**src/sv/bima_pkg.sv**
```systemverilog
// Package: shared constants, types and helper functions of the block ID map allocator.
package bima_pkg;

  localparam int unsigned MAX_BLOCKS = 1024;
  localparam int unsigned POS_W      = $clog2(MAX_BLOCKS);
  localparam int unsigned CNT_W      = POS_W + 1;
  localparam int unsigned ID_W       = 2;
  localparam int unsigned BSZ_W      = 13;
  localparam int unsigned BASE_W     = 24;
  localparam int unsigned REQ_W      = 23;
  localparam int unsigned OFF_W      = 22;
  localparam int unsigned MAX_BSIZE  = 4096;

  localparam logic [ID_W-1:0]  ID_FREE = '0;
  localparam logic [ID_W-1:0]  ID_META = ID_W'(1);
  localparam logic [POS_W-1:0] POS_LAST = POS_W'(MAX_BLOCKS - 1);

  localparam logic [1:0] FUNC_INIT  = 2'd0;
  localparam logic [1:0] FUNC_ALLOC = 2'd1;
  localparam logic [1:0] FUNC_FREE  = 2'd2;

  localparam logic [1:0] ST_OK      = 2'd0;
  localparam logic [1:0] ST_NO_FIT  = 2'd1;
  localparam logic [1:0] ST_BAD_OFF = 2'd2;

  localparam logic       CFG_BLOCK_BYTES   = 1'b0;
  localparam logic       CFG_REGION_BLOCKS = 1'b1;

  typedef enum logic [1:0] {
    S_IDLE,
    S_SCAN,
    S_WRITE,
    S_DONE
  } state_e;

  typedef struct packed {
    logic [1:0]       status;
    logic [OFF_W-1:0] alloc_offset;
    logic [REQ_W-1:0] freed_bytes;
  } res_t;

  function automatic logic [BSZ_W-1:0] eff_bsize(input logic [BSZ_W-1:0] v);
    logic [BSZ_W-1:0] r;
    if (v == '0) r = BSZ_W'(1);
    else if (v > BSZ_W'(MAX_BSIZE)) r = BSZ_W'(MAX_BSIZE);
    else r = v;
    return r;
  endfunction

  function automatic logic [CNT_W-1:0] eff_blocks(input logic [CNT_W-1:0] v);
    logic [CNT_W-1:0] r;
    if (v == '0) r = CNT_W'(1);
    else if (v > CNT_W'(MAX_BLOCKS)) r = CNT_W'(MAX_BLOCKS);
    else r = v;
    return r;
  endfunction

  // smallest nonzero ID differing from both neighbours
  function automatic logic [ID_W-1:0] pick_id(input logic [ID_W-1:0] l,
                                               input logic [ID_W-1:0] r);
    logic [ID_W-1:0] c;
    if (l != ID_W'(1) && r != ID_W'(1)) c = ID_W'(1);
    else if (l != ID_W'(2) && r != ID_W'(2)) c = ID_W'(2);
    else c = ID_W'(3);
    return c;
  endfunction

endpackage

```
**src/sv/bima_seq.sv**
```systemverilog
// Sequencer: watches the ring head each cycle and runs init, allocate and free passes.
module bima_seq
  import bima_pkg::*;
(
  input  logic             clk_i,
  input  logic             rst_ni,
  input  logic             start_i,
  input  logic [1:0]       func_i,
  input  logic [REQ_W-1:0] req_i,
  input  logic [OFF_W-1:0] off_i,
  input  logic [BSZ_W-1:0] block_bytes_i,
  input  logic [CNT_W-1:0] region_blocks_i,
  input  logic [ID_W-1:0]  head_id_i,
  input  logic             res_ready_i,
  output logic             idle_o,
  output logic             shift_o,
  output logic [ID_W-1:0]  tail_id_o,
  output logic             res_valid_o,
  output res_t             res_o
);

  state_e state_q, state_d;
  logic [POS_W-1:0]  pos_q, pos_d;
  logic [1:0]        func_q, func_d;
  logic [REQ_W-1:0]  req_q, req_d;
  logic [OFF_W-1:0]  off_q, off_d;
  logic [BASE_W-1:0] base_q, base_d;
  logic              run_q, run_d;
  logic [BASE_W-1:0] acc_q, acc_d;
  logic              found_q, found_d;
  logic              zero_q, zero_d;
  logic [POS_W-1:0]  start_q, start_d;
  logic [POS_W-1:0]  end_q, end_d;
  logic [BASE_W-1:0] sbase_q, sbase_d;
  logic [ID_W-1:0]   left_q, left_d;
  logic [ID_W-1:0]   right_q, right_d;
  logic              pend_q, pend_d;
  logic [ID_W-1:0]   last_q, last_d;
  logic [ID_W-1:0]   nid_q, nid_d;
  logic              ok_q, ok_d;
  logic              hit_q, hit_d;
  logic              bad_q, bad_d;
  logic [ID_W-1:0]   fid_q, fid_d;
  logic [POS_W-1:0]  sblk_q, sblk_d;
  logic              clr_q, clr_d;
  logic [CNT_W-1:0]  cnt_q, cnt_d;
  logic [REQ_W-1:0]  freed_q, freed_d;
  logic [CNT_W-1:0]  meta_q, meta_d;
  logic [CNT_W-1:0]  hint_q, hint_d;
  logic [CNT_W-1:0]  used_q, used_d;
  res_t              res_q, res_d;

  logic [BSZ_W-1:0]  bsz;
  logic [CNT_W-1:0]  tblk;
  logic [BASE_W-1:0] meta_bytes;
  logic [CNT_W-1:0]  avail;
  logic [BASE_W-1:0] avail_bytes;
  logic              in_range;
  logic              at_hint;
  logic [BASE_W-1:0] acc_next;
  logic [BASE_W-1:0] base_end;
  logic [ID_W-1:0]   new_id;
  logic              pass_end;
  logic [CNT_W-1:0]  run_len;

  assign bsz        = eff_bsize(block_bytes_i);
  assign tblk       = eff_blocks(region_blocks_i);
  assign meta_bytes = BASE_W'((tblk + CNT_W'(3)) >> 2);
  assign avail      = (tblk > used_q) ? tblk - used_q : '0;
  assign avail_bytes = BASE_W'(avail) * BASE_W'(bsz);
  assign in_range   = {1'b0, pos_q} < tblk;
  assign at_hint    = {1'b0, pos_q} >= hint_q;
  assign acc_next   = (run_q ? acc_q : '0) + BASE_W'(bsz);
  assign base_end   = base_q + BASE_W'(bsz);
  assign pass_end   = (pos_q == POS_LAST);
  assign run_len    = CNT_W'(end_q) - CNT_W'(start_q) + CNT_W'(1);

  // datapath
  always_comb begin
    pos_d = pos_q; func_d = func_q; req_d = req_q; off_d = off_q;
    base_d = base_q; run_d = run_q; acc_d = acc_q; found_d = found_q;
    zero_d = zero_q; start_d = start_q; end_d = end_q; sbase_d = sbase_q;
    left_d = left_q; right_d = right_q; pend_d = pend_q; last_d = last_q;
    nid_d = nid_q; ok_d = ok_q; hit_d = hit_q; bad_d = bad_q; fid_d = fid_q;
    sblk_d = sblk_q; clr_d = clr_q; cnt_d = cnt_q; freed_d = freed_q;
    meta_d = meta_q; hint_d = hint_q; used_d = used_q; res_d = res_q;
    new_id = head_id_i;

    unique case (state_q)
      S_IDLE: begin
        if (start_i) begin
          func_d = func_i; req_d = req_i; off_d = off_i;
          ok_d = avail_bytes >= BASE_W'(req_i);
          zero_d = (req_i == '0);
          pos_d = '0; base_d = '0; run_d = 1'b0; acc_d = '0; found_d = 1'b0;
          pend_d = 1'b0; last_d = ID_FREE; hit_d = 1'b0; bad_d = 1'b0;
          clr_d = 1'b0; cnt_d = '0; freed_d = '0; meta_d = '0;
          left_d = ID_FREE; right_d = ID_FREE;
          res_d = '0;
        end
      end
      S_SCAN: begin
        pos_d  = pos_q + POS_W'(1);
        base_d = base_end;
        last_d = head_id_i;
        unique case (func_q)
          FUNC_INIT: begin
            if (in_range && base_q < meta_bytes) begin
              new_id = ID_META;
              meta_d = meta_q + CNT_W'(1);
            end else begin
              new_id = ID_FREE;
            end
            if (pass_end) begin
              hint_d = meta_d;
              used_d = meta_d;
            end
          end
          FUNC_ALLOC: begin
            if (pend_q) begin
              right_d = head_id_i;
              pend_d  = 1'b0;
            end
            if (!found_q && ok_q && in_range && at_hint) begin
              if (head_id_i == ID_FREE) begin
                if (!run_q) begin
                  start_d = pos_q;
                  sbase_d = base_q;
                  left_d  = (pos_q == '0) ? ID_FREE : last_q;
                end
                run_d = 1'b1;
                acc_d = acc_next;
                if (zero_q) begin
                  found_d = 1'b1;
                  right_d = ID_FREE;
                end else if (acc_next >= BASE_W'(req_q)) begin
                  found_d = 1'b1;
                  end_d   = pos_q;
                  if ({1'b0, pos_q} + CNT_W'(1) < tblk) pend_d = 1'b1;
                  else right_d = ID_FREE;
                end
              end else begin
                run_d = 1'b0;
              end
            end else if (!found_q) begin
              run_d = 1'b0;
            end
            if (pass_end) begin
              nid_d = pick_id(left_d, right_d);
              if (!found_d) res_d.status = ST_NO_FIT;
            end
          end
          FUNC_FREE: begin
            if (clr_q) begin
              if (in_range && head_id_i == fid_q) begin
                new_id  = ID_FREE;
                cnt_d   = cnt_q + CNT_W'(1);
                freed_d = freed_q + REQ_W'(bsz);
              end else begin
                clr_d = 1'b0;
              end
            end else if (!hit_q && in_range && base_q <= BASE_W'(off_q)
                         && BASE_W'(off_q) < base_end) begin
              hit_d  = 1'b1;
              sblk_d = pos_q;
              fid_d  = head_id_i;
              if (base_q < meta_bytes) begin
                bad_d = 1'b1;
              end else if (head_id_i != ID_FREE) begin
                new_id  = ID_FREE;
                clr_d   = 1'b1;
                cnt_d   = CNT_W'(1);
                freed_d = REQ_W'(bsz);
              end
            end
            if (pass_end) begin
              if (!hit_d || bad_d) begin
                res_d.status = ST_BAD_OFF;
              end else begin
                res_d.freed_bytes = freed_d;
                if (fid_d != ID_FREE) begin
                  if ({1'b0, sblk_d} < hint_q) hint_d = {1'b0, sblk_d};
                  used_d = (used_q > cnt_d) ? used_q - cnt_d : '0;
                end
              end
            end
          end
          default: ;
        endcase
      end
      S_WRITE: begin
        pos_d = pos_q + POS_W'(1);
        if (found_q && !zero_q && pos_q >= start_q && pos_q <= end_q) new_id = nid_q;
        if (pass_end) begin
          res_d.alloc_offset = sbase_q[OFF_W-1:0];
          if (!zero_q) begin
            used_d = used_q + run_len;
            if ({1'b0, start_q} == hint_q) hint_d = CNT_W'(end_q) + CNT_W'(1);
          end
        end
      end
      S_DONE: ;
      default: ;
    endcase
  end

  // next state
  always_comb begin
    state_d = state_q;
    unique case (state_q)
      S_IDLE: if (start_i) state_d = (func_i == FUNC_INIT || func_i == FUNC_ALLOC ||
                                      func_i == FUNC_FREE) ? S_SCAN : S_DONE;
      S_SCAN: if (pass_end) state_d = (func_q == FUNC_ALLOC && found_d) ? S_WRITE : S_DONE;
      S_WRITE: if (pass_end) state_d = S_DONE;
      S_DONE: if (res_ready_i) state_d = S_IDLE;
      default: state_d = S_IDLE;
    endcase
  end

  // outputs
  always_comb begin
    idle_o      = (state_q == S_IDLE);
    shift_o     = (state_q == S_SCAN) || (state_q == S_WRITE);
    res_valid_o = (state_q == S_DONE);
    tail_id_o   = new_id;
    res_o       = res_q;
  end

  always_ff @(posedge clk_i or negedge rst_ni) begin
    if (!rst_ni) begin
      state_q <= S_IDLE;
      pos_q   <= '0;
      hint_q  <= '0;
      used_q  <= '0;
      run_q   <= 1'b0;
      found_q <= 1'b0;
      pend_q  <= 1'b0;
      hit_q   <= 1'b0;
      clr_q   <= 1'b0;
    end else begin
      state_q <= state_d;
      pos_q   <= pos_d;
      hint_q  <= hint_d;
      used_q  <= used_d;
      run_q   <= run_d;
      found_q <= found_d;
      pend_q  <= pend_d;
      hit_q   <= hit_d;
      clr_q   <= clr_d;
    end
  end

  always_ff @(posedge clk_i) begin
    func_q <= func_d; req_q <= req_d; off_q <= off_d; base_q <= base_d;
    acc_q <= acc_d; zero_q <= zero_d; start_q <= start_d; end_q <= end_d;
    sbase_q <= sbase_d; left_q <= left_d; right_q <= right_d; last_q <= last_d;
    nid_q <= nid_d; ok_q <= ok_d; bad_q <= bad_d; fid_q <= fid_d;
    sblk_q <= sblk_d; cnt_q <= cnt_d; freed_q <= freed_d; meta_q <= meta_d;
    res_q <= res_d;
  end

`ifndef SYNTHESIS
  a_idle_aligned: assert property (@(posedge clk_i) disable iff (!rst_ni)
    state_q == S_IDLE |-> pos_q == '0) else $error("ring not aligned when idle");
  a_used_bound: assert property (@(posedge clk_i) disable iff (!rst_ni)
    used_q <= CNT_W'(MAX_BLOCKS)) else $error("used count overflow");
  a_hint_bound: assert property (@(posedge clk_i) disable iff (!rst_ni)
    hint_q <= CNT_W'(MAX_BLOCKS)) else $error("hint overflow");
  a_write_found: assert property (@(posedge clk_i) disable iff (!rst_ni)
    state_q == S_WRITE |-> found_q) else $error("write pass without a run");
`endif

endmodule

```
**config.mk**
```make
export PLATFORM = sky130hd
export DESIGN_NAME = bima_seq
export DESIGN_NICKNAME = d
export VERILOG_FILES = /design/src/sv/bima_pkg.sv /design/src/sv/bima_seq.sv
export SDC_FILE = /design/constraint.sdc
export NUM_CORES = 1
export LEC_CHECK = 0
export ABC_AREA = 1
export BUFFER_PORTS_ARGS = -buffer_cell sky130_fd_sc_hd__buf_2
export CAP_MARGIN = 20
export CORE_MARGIN = 2
export CORE_UTILIZATION = 65
export CTS_BUF_LIST = sky130_fd_sc_hd__clkbuf_8 sky130_fd_sc_hd__clkbuf_16
export DETAILED_ROUTE_END_ITERATION = 8
export PLACE_DENSITY_LB_ADDON = 0.1
export RECOVER_POWER = 50
export SKIP_LAST_GASP = 1
export SYNTH_ARGS = -nofsm -noshare
export SYNTH_HDL_FRONTEND = slang
export SYNTH_SLANG_ARGS = --single-unit
```
**constraint.sdc**
```tcl
create_clock -name clk_i -period 24.5 [get_ports clk_i]
set_clock_uncertainty 0.05 [all_clocks]
set_input_delay 1.225 -clock clk_i [delete_from_list [all_inputs] [get_ports clk_i]]
set_output_delay 1.225 -clock clk_i [all_outputs]
set_load 0.02 [all_outputs]
```
==> summary.md, run 1 <==
| Metric | Value |
|---|---|
| Run status | `complete, but fails checks` |
| Violated checks | `DRC, capacitance limit, slew limit` |
| Grt ovf | `0` |
| Via count | `~21000` |
| Syn nets | `approximately 3500` |
| Setup bufs post-CTS | `0` |
| Setup_tns | `0 ns` |
| Synthesized instance count | `between 3000 and 4000` |
| Final Max Slew Viols | `about 220` |
| Critical path's most frequent cell | `nand2_1` |
| Finish-stage setup viols | `0` |
| Initial antenna violation count | `2` |
| GR Util All Layers | `0.347` |
| Buf/Inv on CP | `6` |
| Crit. End Element | `flip-flop` |
| TritonCTS clock tree | `yes` |
| Total wire length | `68900 µm` |
| Crit start category | `input port` |
| Top cell type's share of synthesized area | `0.302` |
| Hold Buf Count CTS | `0` |
| Largest net degree at the start of global routing | `52` |
| Max Clk Rate | `between 0.1 and 0.15 GHz` |
| Starting Density | `0.662` |
| Clk_lat worst skew | `~0.57 ns` |
| IO buf count | `128` |
| Post-detail-place hpwl | `between 50000 and 60000 µm` |
| Leak | `approximately 0.014 µW` |
| WL per Instance | `around 19 µm` |
| Data arrival, critical path | `roughly 10 ns` |
| Worst min path class | `input port to async pin` |
| DR iter-0 viols | `around 1800` |
| Busiest grt layer | `met2` |
| First-pass GRT wire length | `between 100000 and 150000 µm` |
| Clock network power share | `0.161` |
| Max-capacitance violation count | `6` |
| Period minus WS final | `between 9 and 10 ns` |
| Number of I/O pins | `roughly 130` |
| Layout cells sized above 1 | `0.0526` |
| Cell family with most CP delay | `adder cells` |
| Synthesized area | `roughly 25000 µm²` |
| Hold Fails Final Rpt | `0` |
| Sinks on Clock Net | `291` |
| Relative slew slack | `-1.07` |
| Post-Syn Area per Cell | `roughly 8.3 µm²` |
| Sw Pwr | `roughly 1700 µW` |
| Sw Share | `0.483` |
| Post-synth ARST share | `0.134` |
| Area Overhead vs Synth | `9.48%` |
| Root Buffer | `clkbuf_16` |
| Die area | `around 40000 µm²` |
| Die Y | `around 200 µm` |
| Crit path kind | `input port to flip-flop` |
| Final ANT Viol Nets | `0` |
| Drt pass-1 iters | `9` |
| GR Layer Usage met2 | `0.575` |
| Synth warnings | `0` |
| Setup repair after global routing missed its margin | `no` |
| Pwr dens | `roughly 130 nW/µm²` |
| Placer Congestion | `around 0.9` |
| Logic gate share of total power | `0.579` |
| Worst path slowest cell | `nor2_1` |
| DRC violations left | `6` |
| Internal | `between 1500 and 2000 µW` |
| Clock buffer depth | `3` |
| Synthesized flop and latch total | `approximately 290` |
| Prevailing post-synth register cell | `edfxtp_1` |
| Sequential-to-total area share from yosys stat | `0.341` |
| Die Width | `around 200 µm` |
| # nets final | `around 3700` |
| Worst-path clk slew | `0.06 ns` |
| H-tree depth | `2` |
| Num CTS Buffers | `36` |
| Crit-path max FO | `12` |
| Largest area contributor in the netlist | `edfxtp_1` |
| Row count | `71` |
| Met1 Track Usage GR | `0.458` |
| Met3 usage | `0.0535` |
| VDD IR max | `0.103 mV` |
| Slew @ Worst Pin | `3.10 ns` |
| Core box area | `between 30000 and 40000 µm²` |
| Synth area leaders | `edfxtp_1, ha_1, nand2_1, fa_1, inv_1` |
| Tcrit/Tclk final | `0.408` |
| Required @ worst endpoint | `24.77 ns` |
| Vias in the first global route | `between 20000 and 25000` |
| Flop pwr share | `0.259` |
| Distinct cells, synth | `just under 60` |
| Design Power | `roughly 3500 µW` |
| Worst path max stage delay | `just under 0.7 ns` |
| Post-CTS sizing | `0` |
| Number of synthesized flops with an enable pin | `252` |
| Routed vias/inst | `5.77` |
## routing by layer
layer / vias to the layer above / part of all wire / wire, µm
met5: - / 0.00019 / 13
met4: 2 / 0.045 / 3100
met3: 194 / 0.082 / 5630
met2: 962 / 0.46 / 31700
met1: 10100 / 0.41 / 28400
li1: 10100 / - / -
## area by class of cell
cell class	instances	area (µm²)
diodes	1	2.50
well taps	511	639
fillers	3047	10400
flip-flops and latches	291	8540
clock buffers	39	965
repair buffers	149	681
multi-input cells	2135	14300
inverters	553	2080
clock inverters	27	274
## synthesized netlist by cell type (all sizes together) (2+ instances only)
cell	instances
nand2	676
inv	541
nor2	313
ha	298
edfxtp	252
a21oi	199
fa	113
nand3	110
o21ai	106
xor2	73
dfrtp	39
nand4	36
xnor2	32
clkbuf	30
nor3	28
nor4	21
o21bai	19
a211oi	17
buf	15
or2	14
a31oi	12
clkinv	12
o21a	12
o22ai	10
a21boi	8
o211ai	7
a21o	5
and3	3
o2111ai	3
o221ai	3
o31ai	3
a22oi	2
a31o	2
mux2i	2
nand3b	2
## cell usage in the layout (no fill, tap or decap), types with 3 or more instances in the layout
master	count
o211ai_1	7
o31ai_1	3
o21ai_0	104
clkinv_1	19
a211oi_1	17
clkinv_2	3
nor2_2	5
o2111ai_1	3
a21o_1	5
nor3_1	27
nand2_2	8
o22ai_1	10
nor4_1	21
nand2_1	667
buf_4	13
o221ai_1	3
xor2_1	73
or2_2	13
o21bai_1	18
o21a_1	12
edfxtp_1	252
ha_1	298
buf_2	58
a31oi_1	12
and3_1	3
nand4_1	35
dfrtp_1	39
nor2_4	3
inv_2	4
inv_1	543
clkbuf_1	78
a21boi_0	6
nand3_1	108
nor2_1	305
bufinv_16	5
a21oi_1	196
fa_1	113
clkbuf_16	38
xnor2_1	32
## power groups by stage
stage | sequential [µW] | clock [µW] | combinational, µW
after floorplan | 905 | 0 | 1440
after CTS | 896 | 567 | 2010
final | 903 | 562 | 2020
after global routing | 919 | 587 | 2280
after global placement | 899 | 0 | 1920
after detailed placement | 904 | 0 | 1990
## path summary, 6_finish.rpt
path | start | to | slack [ns] | cells after the start
max | region_blocks_i[10] | ok_q | 14.51 | 49
min | rst_ni | state_q[1] | 0.42 | 1
max reg2reg | used_q[1] | ok_q | 15.34 | 45
min reg2reg | sbase_q[17] | res_o[40] | 0.45 | 2
max in group asynchronous | rst_ni | used_q[6] | 21.49 | 2
min in group clk_i | sbase_q[17] | res_o[40] | 0.45 | 2
## per-stage QoR
step / area [µm²] / std cells / hold slack, ns / setup WS, ns / utilization
2_1_floorplan: 25100 / 3024 / 0.407 / 15.49 / -
3_3_place_gp: 26300 / 3636 / 0.432 / 14.57 / 0.695
3_5_place_dp: 26300 / 3636 / 0.438 / 14.10 / 0.695
4_1_cts: 27500 / 3702 / 0.452 / 14.69 / 0.728
5_1_grt: 27400 / 3706 / 0.424 / 13.90 / 0.725
6_report: 27400 / 3706 / 0.419 / 14.51 / 0.725
## sequential cells by signal, indices dropped and copies added, names as in the netlist, 10 cells and up
name / cells
cnt_q: 11
sbase_q: 22
end_q: 10
sblk_q: 10
start_q: 10
req_q: 23
meta_q: 11
used_q: 11
pos_q: 10
freed_q: 23
base_q: 24
hint_q: 11
res_o: 47
acc_q: 24
off_q: 22
## cells by family after synthesis
kind of cell,Yosys count,share of synthesized area
and+or+nand+nor,1204,0.198
buffers and inverters,598,0.0912
AOI/OAI and AO/OA,412,0.0931
adders and majority gates,411,0.239
DFF,291,0.341
xor gates and xnor gates,105,0.0367
muxes,2,0.000799
other,1,0.000150
(Power assumes the default switching activity.)
==> inputs of run 2 (changes only) <==
--- a/config.mk
+++ b/config.mk
@@ -5,11 +5,11 @@
 export SDC_FILE = /design/constraint.sdc
 export NUM_CORES = 1
 export LEC_CHECK = 0
-export ABC_AREA = 1
+export ABC_AREA = 0
 export BUFFER_PORTS_ARGS = -buffer_cell sky130_fd_sc_hd__buf_2
 export CAP_MARGIN = 20
 export CORE_MARGIN = 2
-export CORE_UTILIZATION = 65
+export CORE_UTILIZATION = 57
 export CTS_BUF_LIST = sky130_fd_sc_hd__clkbuf_8 sky130_fd_sc_hd__clkbuf_16
 export DETAILED_ROUTE_END_ITERATION = 8
 export PLACE_DENSITY_LB_ADDON = 0.1
==> constraint.sdc (replaced) <==
create_clock -name clk_i -period 9.15 [get_ports clk_i]
set_clock_uncertainty 0.05 [all_clocks]
set_input_delay 0.4575 -clock clk_i [delete_from_list [all_inputs] [get_ports clk_i]]
set_output_delay 0.4575 -clock clk_i [all_outputs]
set_load 0.02 [all_outputs]
==> summary.md, run 2 <==
| Metric | Value |
|---|---|
| Data arrival, critical path | `just over 9 ns` |
| Root Buffer | `clkbuf_16` |
| Post-Syn Area per Cell | `9.82 µm²` |
| Clk_lat worst skew | `0.56 ns` |
| Pwr dens | `between 150 and 200 nW/µm²` |
| Post-detail-place hpwl | `between 50000 and 60000 µm` |
| Hold Fails Final Rpt | `0` |
| Main combinational cell family by area after synthesis | `adder cells` |
| Buf/Inv on CP | `5` |
| Largest register FFs | `47` |
| Post-Synth Adder-Cell Area | `0.244` |
| Setup slack after layout | `0.429 ns` |
| Worst min path class | `input port to flip-flop` |
| Top cell type's share of synthesized area | `0.307` |
| Xor/xnor share of the synthesized area | `0.0536` |
| Worst hold path stage count | `1` |
| Die Width | `about 210 µm` |
| Most frequent cells in the layout | `inv_1, ha_1, edfxtp_1` |
| Die Y | `212 µm` |
| Clock buffer depth | `3` |
| Synth area leaders | `edfxtp_1, ha_1, fa_1, inv_1, dfrtp_1` |
| Grt ovf | `0` |
| Place WS | `-0.402 ns` |
| Synthesized area | `about 25000 µm²` |
| Number of I/O pins | `approximately 130` |
| Area Overhead vs Synth | `12.5%` |
| Final ANT Viol Nets | `0` |
| Setup_tns | `0 ns` |
| Layout cells sized above 1 | `0.101` |
| Row count | `76` |
| WL per Instance | `~21 µm` |
| Violated checks | `capacitance limit, slew limit` |
| Final Max Slew Viols | `265` |
| # placed instances | `3267` |
| Synth top cells by count | `inv_1, ha_1, edfxtp_1` |
| Crit. End Element | `flip-flop` |
| Critical path's most frequent cell | `fa_1` |
| H-tree depth | `2` |
| DR iter-0 viols | `approximately 1300` |
| Crit path depth | `35` |
| Post-synth ARST share | `0.134` |
| Hold WS | `0.0231 ns` |
| Run status | `complete, but fails checks` |
| Mux cell area share after synthesis | `0.0150` |
| First-pass GRT wire length | `roughly 110000 µm` |
| Synthesized flop and latch total | `just under 300` |
| Starting Density | `0.575` |
| Sequential-to-total area share from yosys stat | `0.347` |
| Total wire length | `approximately 70000 µm` |
| Distinct cells, synth | `93` |
| FF-to-FF path depth | `35` |
| IO buf count | `about 130` |
| Finish-stage setup viols | `0` |
| Number of synthesized flops with an enable pin | `between 200 and 300` |
| Crit path kind | `flip-flop to flip-flop` |
| Placer Congestion | `about 0.95` |
| Fillers | `~3600` |
| Routed vias/inst | `just under 6` |
| Die area | `between 40000 and 50000 µm²` |
| Max-capacitance violation count | `6` |
| Num CTS Buffers | `36` |
| Relative slew slack | `-1.04` |
| Slew @ Worst Pin | `roughly 3 ns` |
| Crit start category | `flip-flop` |
| Commonest non-fill, non-tap cell in the layout | `inv_1` |
| Largest area contributor in the netlist | `edfxtp_1` |
| VDD IR max | `0.135 mV` |
| Finished Layout Cells | `3339` |
| Tcrit/Tclk final | `0.953` |
| Max Clk Rate | `~0.11 GHz` |
| Synthesized instance count | `2511` |
| Worst path max stage delay | `roughly 0.56 ns` |
| DRC violations left | `0` |
| Vias in the first global route | `just over 20000` |
| Core box area | `approximately 43000 µm²` |
| Syn nets | `2999` |
| Synth warnings | `0` |
| Util after Layout | `0.646` |
| Largest net degree at the start of global routing | `57` |
| Compound-Gate Fraction of Synth Area | `0.125` |
| Drt pass-1 iters | `5` |
| Via count | `~20000` |
| Prevailing post-synth register cell | `edfxtp_1` |
| Period minus WS final | `between 8 and 9 ns` |
| Worst path slowest cell | `fa_1` |
| Top-count cell post-synth | `inv_1` |
| TritonCTS clock tree | `yes` |
| GR Util All Layers | `0.323` |
| # nets final | `approximately 3200` |
| Worst-path clk slew | `approximately 0.060 ns` |
| Initial antenna violation count | `1` |
| Cell family with most CP delay | `adder cells` |
| Leak | `around 0.012 µW` |
| Crit-path max FO | `6` |
| Required @ worst endpoint | `between 9 and 10 ns` |
| Post-Synth Simple-Gate Area | `0.160` |
| Sinks on Clock Net | `~290` |
-- run 2: cell count changes after synthesis, moves of 33 or more --
cell,before,now
nand2_1,667,195
inv_1,537,301
nor2_1,307,209
a21oi_1,198,105
and2_1,1,73
a21o_1,5,54
xnor2_1,32,81
nor3_1,27,60
-- run 2: power breakdown --
part           total, µW  internal, µW  switching (µW)  leakage, µW
registers           1700          1560             134      0.00278
logic               1770           747            1020      0.00902
clock network       1390           806             581     0.000568
total               4850          3120            1740       0.0124
-- run 2: what timing repair did --
action,in CTS,in global routing
hold endpoints to repair,2,19
hold buffers,2,1
setup buffers,0,1
resized for setup,1,20
endpoints found under the setup margin,1,1
pin swaps,0,2
gates cloned,0,0
-- run 2: layout make-up --
cell class / count / area, µm² / area share
Clock buffer: 36 / 901 / 0.0325
Timing Repair Buffer: 234 / 1320 / 0.0478
Multi-Input combinational cell: 1852 / 14800 / 0.534
Clock inverter: 29 / 235 / 0.00849
Tap cell: 585 / 732 / 0.0264
Antenna cell: 1 / 2.50 / 0.0000903
Inverter: 311 / 1170 / 0.0421
Sequential cell: 291 / 8540 / 0.308
-- run 2: per-stage QoR --
| step | power, µW | instance area (µm²) |
|---|---|---|
| 2_1_floorplan | 2880 | 24600 |
| 3_3_place_gp | 3390 | 26600 |
| 3_5_place_dp | 3450 | 26600 |
| 5_1_grt | 5160 | 27700 |
| 6_report | 4850 | 27700 |
| 4_1_cts | 4850 | 27700 |
-- run 2: worst paths after layout --
check                             endpoint         from  slack, ns
max in group asynchronous       used_q[10]       rst_ni       6.57
worst max register to register        ok_q    used_q[1]       0.43
min in group asynchronous        hint_q[5]       rst_ni       0.64
worst min-delay path              off_q[9]     off_i[9]       0.02
worst min register to register   res_o[43]  sbase_q[20]       0.47
worst max-delay path                  ok_q    used_q[1]       0.43
-- run 2: cell families after synthesis --
group	Yosys count
simple gates	802
buf+inv	368
xor+xnor	150
fa+ha+maj	412
compound gates	455
other cells	1
flops	291
mux	32
-- run 2: layer usage --
metal	vias to the layer above	global-route usage	routed length, µm	part of all wire
met5	-	0	0	0
met4	0	0.136	2990	0.042
met3	179	0.0418	3970	0.056
met2	696	0.551	34600	0.49
met1	9631	0.414	29300	0.41
li1	9286	-	-	-
